==> config.mk <==
export PLATFORM = sky130hd
export DESIGN_NAME = integer_to_text_formatter_flat
export DESIGN_NICKNAME = d
export VERILOG_FILES = /design/src/rtl/ittf_pkg.sv /design/src/rtl/ittf_in_if.sv /design/src/rtl/ittf_out_if.sv /design/src/rtl/ittf_ctrl.sv /design/src/rtl/ittf_dp.sv /design/src/rtl/integer_to_text_formatter.sv /design/src/flat_wrapper.sv
export SDC_FILE = /design/constraint.sdc
export NUM_CORES = 1
export LEC_CHECK = 0
export BUFFER_PORTS_ARGS = -buffer_cell sky130_fd_sc_hd__buf_2
export CORE_MARGIN = 3
export CORE_UTILIZATION = 58
export DETAILED_ROUTE_END_ITERATION = 10
export GPL_ROUTABILITY_DRIVEN = 0
export PLACE_DENSITY_LB_ADDON = 0.12
export SLEW_MARGIN = 20
export SYNTH_ARGS = -nofsm -noshare
export SYNTH_HDL_FRONTEND = slang
export SYNTH_SLANG_ARGS = --single-unit
==> constraint.sdc <==
create_clock -name clk -period 18.1 [get_ports clk]
set_input_delay 0 -clock clk [delete_from_list [all_inputs] [get_ports clk]]
set_output_delay 0 -clock clk [all_outputs]
set_load 0.02 [all_outputs]
==> src/rtl/ittf_pkg.sv <==
package ittf_pkg;

	// Fixed field widths
	localparam int MAG_W   = 64;
	localparam int FIELD_W = 6;
	localparam int RADIX_W = 2;
	localparam int CHAR_W  = 8;

	// Parameter defaults
	localparam int MAX_FIELD_DEF    = 32;
	localparam int DIGIT_BUFFER_DEF = 24;

	// Decimal conversion: two binary bits per step
	localparam int CONV_STEPS = MAG_W / 2;
	localparam int CONV_CNT_W = $clog2(CONV_STEPS);

	// Radix codes; any other code is decimal
	localparam logic [RADIX_W-1:0] RADIX_DEC = 2'd0;
	localparam logic [RADIX_W-1:0] RADIX_HEX = 2'd1;
	localparam logic [RADIX_W-1:0] RADIX_OCT = 2'd2;

	// ASCII codes
	localparam logic [CHAR_W-1:0] CHAR_SPACE = 8'h20;
	localparam logic [CHAR_W-1:0] CHAR_MINUS = 8'h2D;
	localparam logic [CHAR_W-1:0] CHAR_ZERO  = 8'h30;
	localparam logic [CHAR_W-1:0] CHAR_UPPER_A = 8'h41;
	localparam logic [CHAR_W-1:0] CHAR_LOWER_A = 8'h61;

	// Commands from controller to datapath
	typedef struct packed {
		logic load;
		logic conv;
		logic scan;
		logic setup;
		logic emit;
	} ittf_cmd_t;

	// Status from datapath to controller
	typedef struct packed {
		logic dec;
		logic r_zero;
	} ittf_stat_t;

	// Map a digit value to its character, "0123456789abcdef" or capitals
	function automatic logic [CHAR_W-1:0] dig_char(input logic [3:0] d, input logic upper);
		logic [CHAR_W-1:0] base;
		base = upper ? CHAR_UPPER_A : CHAR_LOWER_A;
		if (d < 4'd10)
			return CHAR_ZERO + CHAR_W'(d);
		else
			return base + CHAR_W'(d - 4'd10);
	endfunction

endpackage

==> src/rtl/ittf_in_if.sv <==
interface ittf_in_if;
	logic                               valid;
	logic                               ready;
	logic [ittf_pkg::MAG_W-1:0]         magnitude;
	logic                               is_negative;
	logic [ittf_pkg::RADIX_W-1:0]       radix_select;
	logic                               upper_case;
	logic [ittf_pkg::FIELD_W-1:0]       field_width;
	logic                               zero_pad;
	logic [ittf_pkg::FIELD_W-1:0]       prec_digits;

	modport source (
		output valid, magnitude, is_negative, radix_select, upper_case,
		       field_width, zero_pad, prec_digits,
		input  ready
	);
	modport sink (
		input  valid, magnitude, is_negative, radix_select, upper_case,
		       field_width, zero_pad, prec_digits,
		output ready
	);
endinterface

==> src/rtl/ittf_out_if.sv <==
interface ittf_out_if;
	logic                          valid;
	logic                          ready;
	logic [ittf_pkg::CHAR_W-1:0]   out_char;
	logic                          last_char;

	modport source (
		output valid, out_char, last_char,
		input  ready
	);
	modport sink (
		input  valid, out_char, last_char,
		output ready
	);
endinterface

==> src/rtl/ittf_ctrl.sv <==
module ittf_ctrl (
	input  logic                 clk,
	input  logic                 arst_n,
	input  logic                 in_valid,
	output logic                 in_ready,
	output logic                 out_valid,
	input  logic                 out_ready,
	input  ittf_pkg::ittf_stat_t stat,
	output ittf_pkg::ittf_cmd_t  cmd
);

	typedef enum logic [4:0] {
		ST_IDLE  = 5'b00001,
		ST_CONV  = 5'b00010,
		ST_SCAN  = 5'b00100,
		ST_SETUP = 5'b01000,
		ST_EMIT  = 5'b10000
	} state_t;

	state_t                          state_q, state_d;
	logic [ittf_pkg::CONV_CNT_W-1:0] step_q;
	logic                            out_valid_q;
	logic                            accept;
	logic                            slot_free;
	logic                            conv_last;

	assign slot_free = !out_valid_q || out_ready;
	assign in_ready  = (state_q == ST_IDLE);
	assign accept    = in_valid && in_ready;
	assign conv_last = (step_q == ittf_pkg::CONV_CNT_W'(ittf_pkg::CONV_STEPS - 1));
	assign out_valid = out_valid_q;

	// Decode commands
	always_comb begin
		cmd       = '0;
		cmd.load  = accept;
		cmd.conv  = (state_q == ST_CONV);
		cmd.scan  = (state_q == ST_SCAN);
		cmd.setup = (state_q == ST_SETUP);
		cmd.emit  = (state_q == ST_EMIT) && slot_free;
	end

	// Next state
	always_comb begin
		state_d = state_q;
		case (state_q)
			ST_IDLE: begin
				if (accept)
					state_d = stat.dec ? ST_CONV : ST_SCAN;
			end
			ST_CONV: begin
				if (conv_last)
					state_d = ST_SCAN;
			end
			ST_SCAN:  state_d = ST_SETUP;
			ST_SETUP: state_d = ST_EMIT;
			ST_EMIT: begin
				if (slot_free && stat.r_zero)
					state_d = ST_IDLE;
			end
			default:  state_d = ST_IDLE;
		endcase
	end

	// Hold state, step count and output valid
	always_ff @(posedge clk or negedge arst_n) begin
		if (!arst_n) begin
			state_q     <= ST_IDLE;
			step_q      <= '0;
			out_valid_q <= 1'b0;
		end else begin
			state_q <= state_d;
			if (accept)
				step_q <= '0;
			else if (cmd.conv)
				step_q <= step_q + 1'b1;
			if (cmd.emit)
				out_valid_q <= 1'b1;
			else if (out_ready)
				out_valid_q <= 1'b0;
		end
	end

endmodule

==> src/rtl/ittf_dp.sv <==
module ittf_dp #(
	parameter int MAX_FIELD    = ittf_pkg::MAX_FIELD_DEF,
	parameter int DIGIT_BUFFER = ittf_pkg::DIGIT_BUFFER_DEF
) (
	input  logic                          clk,
	input  logic [ittf_pkg::MAG_W-1:0]    magnitude,
	input  logic                          is_negative,
	input  logic [ittf_pkg::RADIX_W-1:0]  radix_select,
	input  logic                          upper_case,
	input  logic [ittf_pkg::FIELD_W-1:0]  field_width,
	input  logic                          zero_pad,
	input  logic [ittf_pkg::FIELD_W-1:0]  prec_digits,
	input  ittf_pkg::ittf_cmd_t           cmd,
	output ittf_pkg::ittf_stat_t          stat,
	output logic [ittf_pkg::CHAR_W-1:0]   out_char,
	output logic                          last_char
);

	localparam int MAXV  = (MAX_FIELD > DIGIT_BUFFER) ? MAX_FIELD : DIGIT_BUFFER;
	localparam int CNT_W = $clog2(MAXV + 2);
	localparam int IDX_W = $clog2(DIGIT_BUFFER);
	localparam int EXT_W = 4 * DIGIT_BUFFER;
	localparam int MAG_W = ittf_pkg::MAG_W;
	localparam int FW    = ittf_pkg::FIELD_W;

	logic [3:0]                   dig_q [DIGIT_BUFFER];
	logic [MAG_W-1:0]             bin_q;
	logic                         neg_q;
	logic                         zpad_q;
	logic                         upper_q;
	logic [FW-1:0]                width_q;
	logic [FW-1:0]                mind_q;
	logic [CNT_W-1:0]             nd_q;
	logic [CNT_W-1:0]             thz_q;
	logic [CNT_W-1:0]             r_q;
	logic [ittf_pkg::CHAR_W-1:0]  char_q;
	logic                         last_q;

	logic [EXT_W-1:0]             ext;
	logic [3:0]                   ld_dig [DIGIT_BUFFER];
	logic [3:0]                   a0 [DIGIT_BUFFER];
	logic [3:0]                   s0 [DIGIT_BUFFER];
	logic [3:0]                   a1 [DIGIT_BUFFER];
	logic [3:0]                   s1 [DIGIT_BUFFER];
	logic [CNT_W-1:0]             nd_c;
	logic [CNT_W-1:0]             thz_c;
	logic [CNT_W-1:0]             rstart_c;
	logic [ittf_pkg::CHAR_W-1:0]  char_c;
	logic                         is_dec;

	assign is_dec = (radix_select != ittf_pkg::RADIX_HEX) &&
	                (radix_select != ittf_pkg::RADIX_OCT);
	assign stat.dec    = is_dec;
	assign stat.r_zero = (r_q == '0);
	assign out_char    = char_q;
	assign last_char   = last_q;

	// Split hex or octal magnitude into digits
	always_comb begin
		ext = EXT_W'(magnitude);
		for (int i = 0; i < DIGIT_BUFFER; i++) begin
			if (radix_select == ittf_pkg::RADIX_HEX)
				ld_dig[i] = ext[4*i +: 4];
			else
				ld_dig[i] = {1'b0, ext[3*i +: 3]};
		end
	end

	// Double-dabble step: two binary bits into the BCD digits
	always_comb begin
		for (int i = 0; i < DIGIT_BUFFER; i++)
			a0[i] = (dig_q[i] >= 4'd5) ? dig_q[i] + 4'd3 : dig_q[i];
		s0[0] = {a0[0][2:0], bin_q[MAG_W-1]};
		for (int i = 1; i < DIGIT_BUFFER; i++)
			s0[i] = {a0[i][2:0], a0[i-1][3]};
		for (int i = 0; i < DIGIT_BUFFER; i++)
			a1[i] = (s0[i] >= 4'd5) ? s0[i] + 4'd3 : s0[i];
		s1[0] = {a1[0][2:0], bin_q[MAG_W-2]};
		for (int i = 1; i < DIGIT_BUFFER; i++)
			s1[i] = {a1[i][2:0], a1[i-1][3]};
	end

	// Count significant digits, at least one
	always_comb begin
		nd_c = CNT_W'(1);
		for (int i = 1; i < DIGIT_BUFFER; i++)
			if (dig_q[i] != 4'd0)
				nd_c = CNT_W'(i + 1);
	end

	// Lay out the field: zero threshold and start position
	always_comb begin
		logic [CNT_W-1:0] mv, wv, numd, total, pad, zprec, zp;
		mv    = CNT_W'(mind_q);
		wv    = CNT_W'(width_q);
		numd  = (nd_q < mv) ? mv : nd_q;
		total = numd + CNT_W'(neg_q);
		pad   = (wv > total) ? wv - total : '0;
		zprec = (mv > nd_q) ? mv - nd_q : '0;
		zp    = zprec + (zpad_q ? pad : '0);
		thz_c    = nd_q + zp;
		rstart_c = total + pad - 1'b1;
	end

	// Pick the character at the current position, counted from the right
	always_comb begin
		if (r_q < nd_q)
			char_c = ittf_pkg::dig_char(dig_q[r_q[IDX_W-1:0]], upper_q);
		else if (r_q < thz_q)
			char_c = ittf_pkg::CHAR_ZERO;
		else if (neg_q && (r_q == thz_q))
			char_c = ittf_pkg::CHAR_MINUS;
		else
			char_c = ittf_pkg::CHAR_SPACE;
	end

	// Load, convert, lay out and advance
	always_ff @(posedge clk) begin
		if (cmd.load) begin
			neg_q   <= is_negative;
			zpad_q  <= zero_pad;
			upper_q <= upper_case;
			width_q <= (field_width > FW'(MAX_FIELD)) ? FW'(MAX_FIELD) : field_width;
			mind_q  <= (prec_digits > FW'(MAX_FIELD)) ? FW'(MAX_FIELD) : prec_digits;
			bin_q   <= magnitude;
			for (int i = 0; i < DIGIT_BUFFER; i++)
				dig_q[i] <= is_dec ? 4'd0 : ld_dig[i];
		end
		if (cmd.conv) begin
			bin_q <= {bin_q[MAG_W-3:0], 2'b00};
			for (int i = 0; i < DIGIT_BUFFER; i++)
				dig_q[i] <= s1[i];
		end
		if (cmd.scan)
			nd_q <= nd_c;
		if (cmd.setup) begin
			thz_q <= thz_c;
			r_q   <= rstart_c;
		end
		if (cmd.emit) begin
			char_q <= char_c;
			last_q <= (r_q == '0);
			r_q    <= r_q - 1'b1;
		end
	end

endmodule

==> src/rtl/integer_to_text_formatter.sv <==
// Formats one unsigned 64-bit magnitude with a sign flag as printf-style text and sends
// it out one ASCII character per transaction, last_char set on the final one. Order:
// leading spaces (space padding), '-', width zeros (zero padding), precision zeros,
// digits most significant first; field_width and prec_digits saturate at MAX_FIELD,
// radix code 3 is decimal, zero prints as one '0'. One item is in work at a time: an
// item is accepted, its digits are counted and the field is laid out, and then it is
// sent at one cycle per character (the larger of field_width and the digit count raised
// to prec_digits plus sign) while the receiver accepts from the single output register.
// Decimal items first pass through the double-dabble unit, which shifts two magnitude
// bits per cycle into the digit register; hex and octal digits are sliced straight from
// the magnitude. A new item is taken once the last character of the previous one sits
// in the output register.
module integer_to_text_formatter #(
	parameter int MAX_FIELD    = ittf_pkg::MAX_FIELD_DEF,
	parameter int DIGIT_BUFFER = ittf_pkg::DIGIT_BUFFER_DEF
) (
	input logic      clk,
	input logic      arst_n,
	ittf_in_if.sink  item,
	ittf_out_if.source text
);

	ittf_pkg::ittf_cmd_t  cmd;
	ittf_pkg::ittf_stat_t stat;
	logic                 in_ready;
	logic                 out_valid;

	ittf_ctrl u_ctrl (
		.clk       (clk),
		.arst_n    (arst_n),
		.in_valid  (item.valid),
		.in_ready  (in_ready),
		.out_valid (out_valid),
		.out_ready (text.ready),
		.stat      (stat),
		.cmd       (cmd)
	);

	ittf_dp #(
		.MAX_FIELD    (MAX_FIELD),
		.DIGIT_BUFFER (DIGIT_BUFFER)
	) u_dp (
		.clk          (clk),
		.magnitude    (item.magnitude),
		.is_negative  (item.is_negative),
		.radix_select (item.radix_select),
		.upper_case   (item.upper_case),
		.field_width  (item.field_width),
		.zero_pad     (item.zero_pad),
		.prec_digits  (item.prec_digits),
		.cmd          (cmd),
		.stat         (stat),
		.out_char     (text.out_char),
		.last_char    (text.last_char)
	);

	assign item.ready = in_ready;
	assign text.valid = out_valid;

endmodule
==> src/flat_wrapper.sv <==
// flat-port wrapper written by rule: the top's interface ports become plain ports
module integer_to_text_formatter_flat 
#(
	parameter int MAX_FIELD    = ittf_pkg::MAX_FIELD_DEF,
	parameter int DIGIT_BUFFER = ittf_pkg::DIGIT_BUFFER_DEF
)
  (clk, arst_n, item_valid, item_magnitude, item_is_negative, item_radix_select, item_upper_case, item_field_width, item_zero_pad, item_prec_digits, item_ready, text_valid, text_out_char, text_last_char, text_ready);
  ittf_in_if item_i ();
  ittf_out_if text_i ();
  input logic clk;
  input logic arst_n;
  input wire logic [$bits(item_i.valid)-1:0] item_valid;
  input wire logic [$bits(item_i.magnitude)-1:0] item_magnitude;
  input wire logic [$bits(item_i.is_negative)-1:0] item_is_negative;
  input wire logic [$bits(item_i.radix_select)-1:0] item_radix_select;
  input wire logic [$bits(item_i.upper_case)-1:0] item_upper_case;
  input wire logic [$bits(item_i.field_width)-1:0] item_field_width;
  input wire logic [$bits(item_i.zero_pad)-1:0] item_zero_pad;
  input wire logic [$bits(item_i.prec_digits)-1:0] item_prec_digits;
  output wire logic [$bits(item_i.ready)-1:0] item_ready;
  output wire logic [$bits(text_i.valid)-1:0] text_valid;
  output wire logic [$bits(text_i.out_char)-1:0] text_out_char;
  output wire logic [$bits(text_i.last_char)-1:0] text_last_char;
  input wire logic [$bits(text_i.ready)-1:0] text_ready;
  assign item_i.valid = item_valid;
  assign item_i.magnitude = item_magnitude;
  assign item_i.is_negative = item_is_negative;
  assign item_i.radix_select = item_radix_select;
  assign item_i.upper_case = item_upper_case;
  assign item_i.field_width = item_field_width;
  assign item_i.zero_pad = item_zero_pad;
  assign item_i.prec_digits = item_prec_digits;
  assign item_ready = item_i.ready;
  assign text_valid = text_i.valid;
  assign text_out_char = text_i.out_char;
  assign text_last_char = text_i.last_char;
  assign text_i.ready = text_ready;
  integer_to_text_formatter #(.MAX_FIELD(MAX_FIELD), .DIGIT_BUFFER(DIGIT_BUFFER)) u_core (.clk(clk), .arst_n(arst_n), .item(item_i), .text(text_i));
endmodule
==> metrics.txt <==
adder-cell share of the synthesized area=11.77%; number of synthesized flops with an enable pin=199; flop-to-flop setup slack=10.50 ns; first drt pass iteration count=6; # DRC=0; Die Ht=176.0 µm; Core Footprint=28160 µm²; post-layout min period=7.597 ns; Hold Path Class=in -> reg; CP max stage delay=0.77 ns; FF-to-FF End=u_core.u_dp.thz_q[5]; Crit. End Element=flip-flop; commonest non-fill, non-tap cell in the layout=edfxtp_1; largest family of logic cells by synthesized area=compound AO/OA/AOI/OAI gates; share of cells above drive strength 1=11.33%; Synth Flop Type=edfxtp_1; Worst EP required=18.37 ns; Critical Path AT=7.87 ns; Num CTS Buffers=26; synthesized area=16750 µm²; DR vias=13186; Yosys reg bits=217; Fmax achieved=0.1316 GHz; vias in the first global route=13111; post-synthesis instance total=1679; Clock transition at path regs=0.06 ns; Final Hold Viols=0; CTS hold repair buffers=84; PwrDens=193.3 nW/µm²; count of cell types in the netlist=68; total grt overflow=0; GRT Overall Usage=26.49%; fin cells=2232; post-route setup TNS=0 ns; CP Launch Type=flip-flop; Synth Area in XOR/XNOR=4.391%; Mapped Nets=1916; Reg area=6392 µm²; Post-DRT Antenna Nets=0; Worst Skew=0.02079 ns; Seq/Total Area, Yosys=38.15%; Worst Slack Setup Final=10.50 ns; R2R depth=28; Post-DP HPWL=29210 µm; Setup Fix Bufs, Post-CTS=0; RSZ-0062 raised after global routing=false; Max H-tree Level=1; IO buf count=95; Final Cell Area=19220 µm²; hold slack=0.1975 ns; post-synthesis mux area share=11.78%; Root Driver=clkbuf_16; worst setup path end=u_core.u_dp.thz_q[5]; commonest non-fill, non-tap cells in the layout=199 x edfxtp_1, 143 x ha_1, 140 x inv_1; crit-path max FO=13; Rel. slew slack=28.00%; Iter 0 DRT Violations=1131; CTS Sinks=217; synth warn=0; outcome=completed; max-capacitance violation count=0; largest net degree at the start of global routing=94; Reg2Reg Launch Point=u_core.u_dp.nd_q[3]; vias per cell=5.908; area of the multi-input gates=9580 µm²; CTS Buffer Depth=3; Final setup viols=0; Compound-Gate Fraction of Synth Area=14.94%; initial antenna violation count=0; max-slew violations=0; sequential power share=27.6%; die area=30960 µm²; WL/cell=18.39 µm; Final Cycle Share=41.97%; Die Wd=176.0 µm; clock insertion delay at the later pin of the skew report=0.53 ns; final WL=41050 µm; total power=3.716 mW; Int Power=2.116 mW; ys async rst share=5.069%; IO Pins=96; VDD IR max=0.08744 mV; leakage power=7.930 nW; Final Core Density=68.24%; CTS resizes=0; Clk network pwr share=13.9%; Tightest Pin Transition=1.078 ns; Crit Path Class=reg -> reg; area share of and/or/nand/nor cells after synthesis=14.16%; Initial Util=59.49%; NetSw=1.600 mW; Comb pwr share=58.5%; area grow syn2layout=14.71%; n_diodes=0; fill count=2117; Slowest cell on crit path=a21oi_1; nets=2072; TritonCTS clock tree=done; worst slack, placed=10.63 ns; switching share of power=43.06%; Placed Area=17550 µm²; Syn Area/Cell=9.979 µm²; first-pass GRT wire length=66700 µm; num rows=61; crit path from=u_core.u_dp.nd_q[3]; Post-Place Cells=2101
-- sequential cells by signal (all words and copies together) (netlist names), 5 cells and up, named ones only --
signal                 count
u_core.u_ctrl.step_q       5
u_core.u_dp.thz_q          6
u_core.u_ctrl.state_q      5
u_core.u_dp.nd_q           5
u_core.u_dp.width_q        6
u_core.u_dp.dig_q         96
u_core.u_dp.out_char       8
u_core.u_dp.r_q            6
u_core.u_dp.mind_q         6
u_core.u_dp.bin_q         64
-- worst max-delay path: cells and delay by family (launching register included) --
kind            cells  cell delay (ns)
xor+xnor            4             0.74
compound gates      8             2.32
fa+ha+maj           6             2.07
buf+inv             1             0.11
mux                 2             0.53
simple gates        7             1.10
flops               1             0.48
-- power by group through the flow --
stage	Sequential [mW]	Combinational, mW	Clock (mW)
global route	1.05	2.47	0.544
CTS	1.02	2.18	0.525
detailed placement	1.03	2.15	0
global placement	1.03	2.06	0
finish	1.02	2.18	0.516
floorplan	0.993	1.74	0
-- kinds of logic (layout without fill, tap and decap cells) --
family / count (synthesis) / count (layout)
and+or+nand+nor: 460 / 460
AOI/OAI and AO/OA: 403 / 403
DFF: 217 / 217
buffers and inverters: 205 / 380
muxes: 157 / 157
adders and majority gates: 153 / 153
xor gates and xnor gates: 84 / 84
-- cells in the mapped netlist, types with 17 or more instances --
master | number | area share, %
edfxtp_1 | 199 | 36
ha_1 | 144 | 11
inv_1 | 140 | 3.1
a21oi_1 | 129 | 3.9
o21ai_0 | 120 | 3.6
nor2_1 | 105 | 2.4
mux2i_1 | 102 | 6.1
nand2_1 | 99 | 2.2
xnor2_1 | 63 | 3.3
a22o_1 | 62 | 3.2
clkbuf_1 | 48 | 1.1
nor3b_1 | 43 | 1.9
nor2b_1 | 42 | 1.6
nand3_1 | 39 | 1.2
or3_1 | 38 | 1.4
nand2b_1 | 29 | 1.1
mux2_2 | 26 | 1.7
mux4_2 | 23 | 3.1
xor2_1 | 21 | 1.1
nor3_1 | 20 | 0.60
o21a_1 | 18 | 0.81
o31ai_1 | 17 | 0.76
-- worst min-delay path by stage --
stage          depth (start not counted)                      end             start
3_3_place_gp                           1  u_core.u_ctrl.out_valid            arst_n
3_5_place_dp                           1  u_core.u_ctrl.out_valid            arst_n
2_1_floorplan                          0  u_core.u_ctrl.out_valid            arst_n
5_1_grt                                2        u_core.u_dp.neg_q  item_is_negative
6_report                               2        u_core.u_dp.neg_q  item_is_negative
4_1_cts                                2       u_core.u_dp.zpad_q     item_zero_pad
-- cell type report --
type,count,area share [%]
multi-input combinational,1257,49.85
tap,378,2.461
timing repair buffer,191,7.337
inverter,142,2.786
clock buffer,35,3.724
sequential,217,33.26
clock inverter,12,0.5859
-- metal layers --
| layer | up-vias | wire [µm] | global-route usage [%] |
|---|---|---|---|
| met4 | 0 | 1410 | 8.347 |
| li1 | 6422 | - | - |
| met2 | 409 | 19770 | 45.87 |
| met5 | - | 0 | 0 |
| met3 | 88 | 2288 | 2.516 |
| met1 | 6267 | 17580 | 35.31 |
Power figures use the tool's default switching activity.
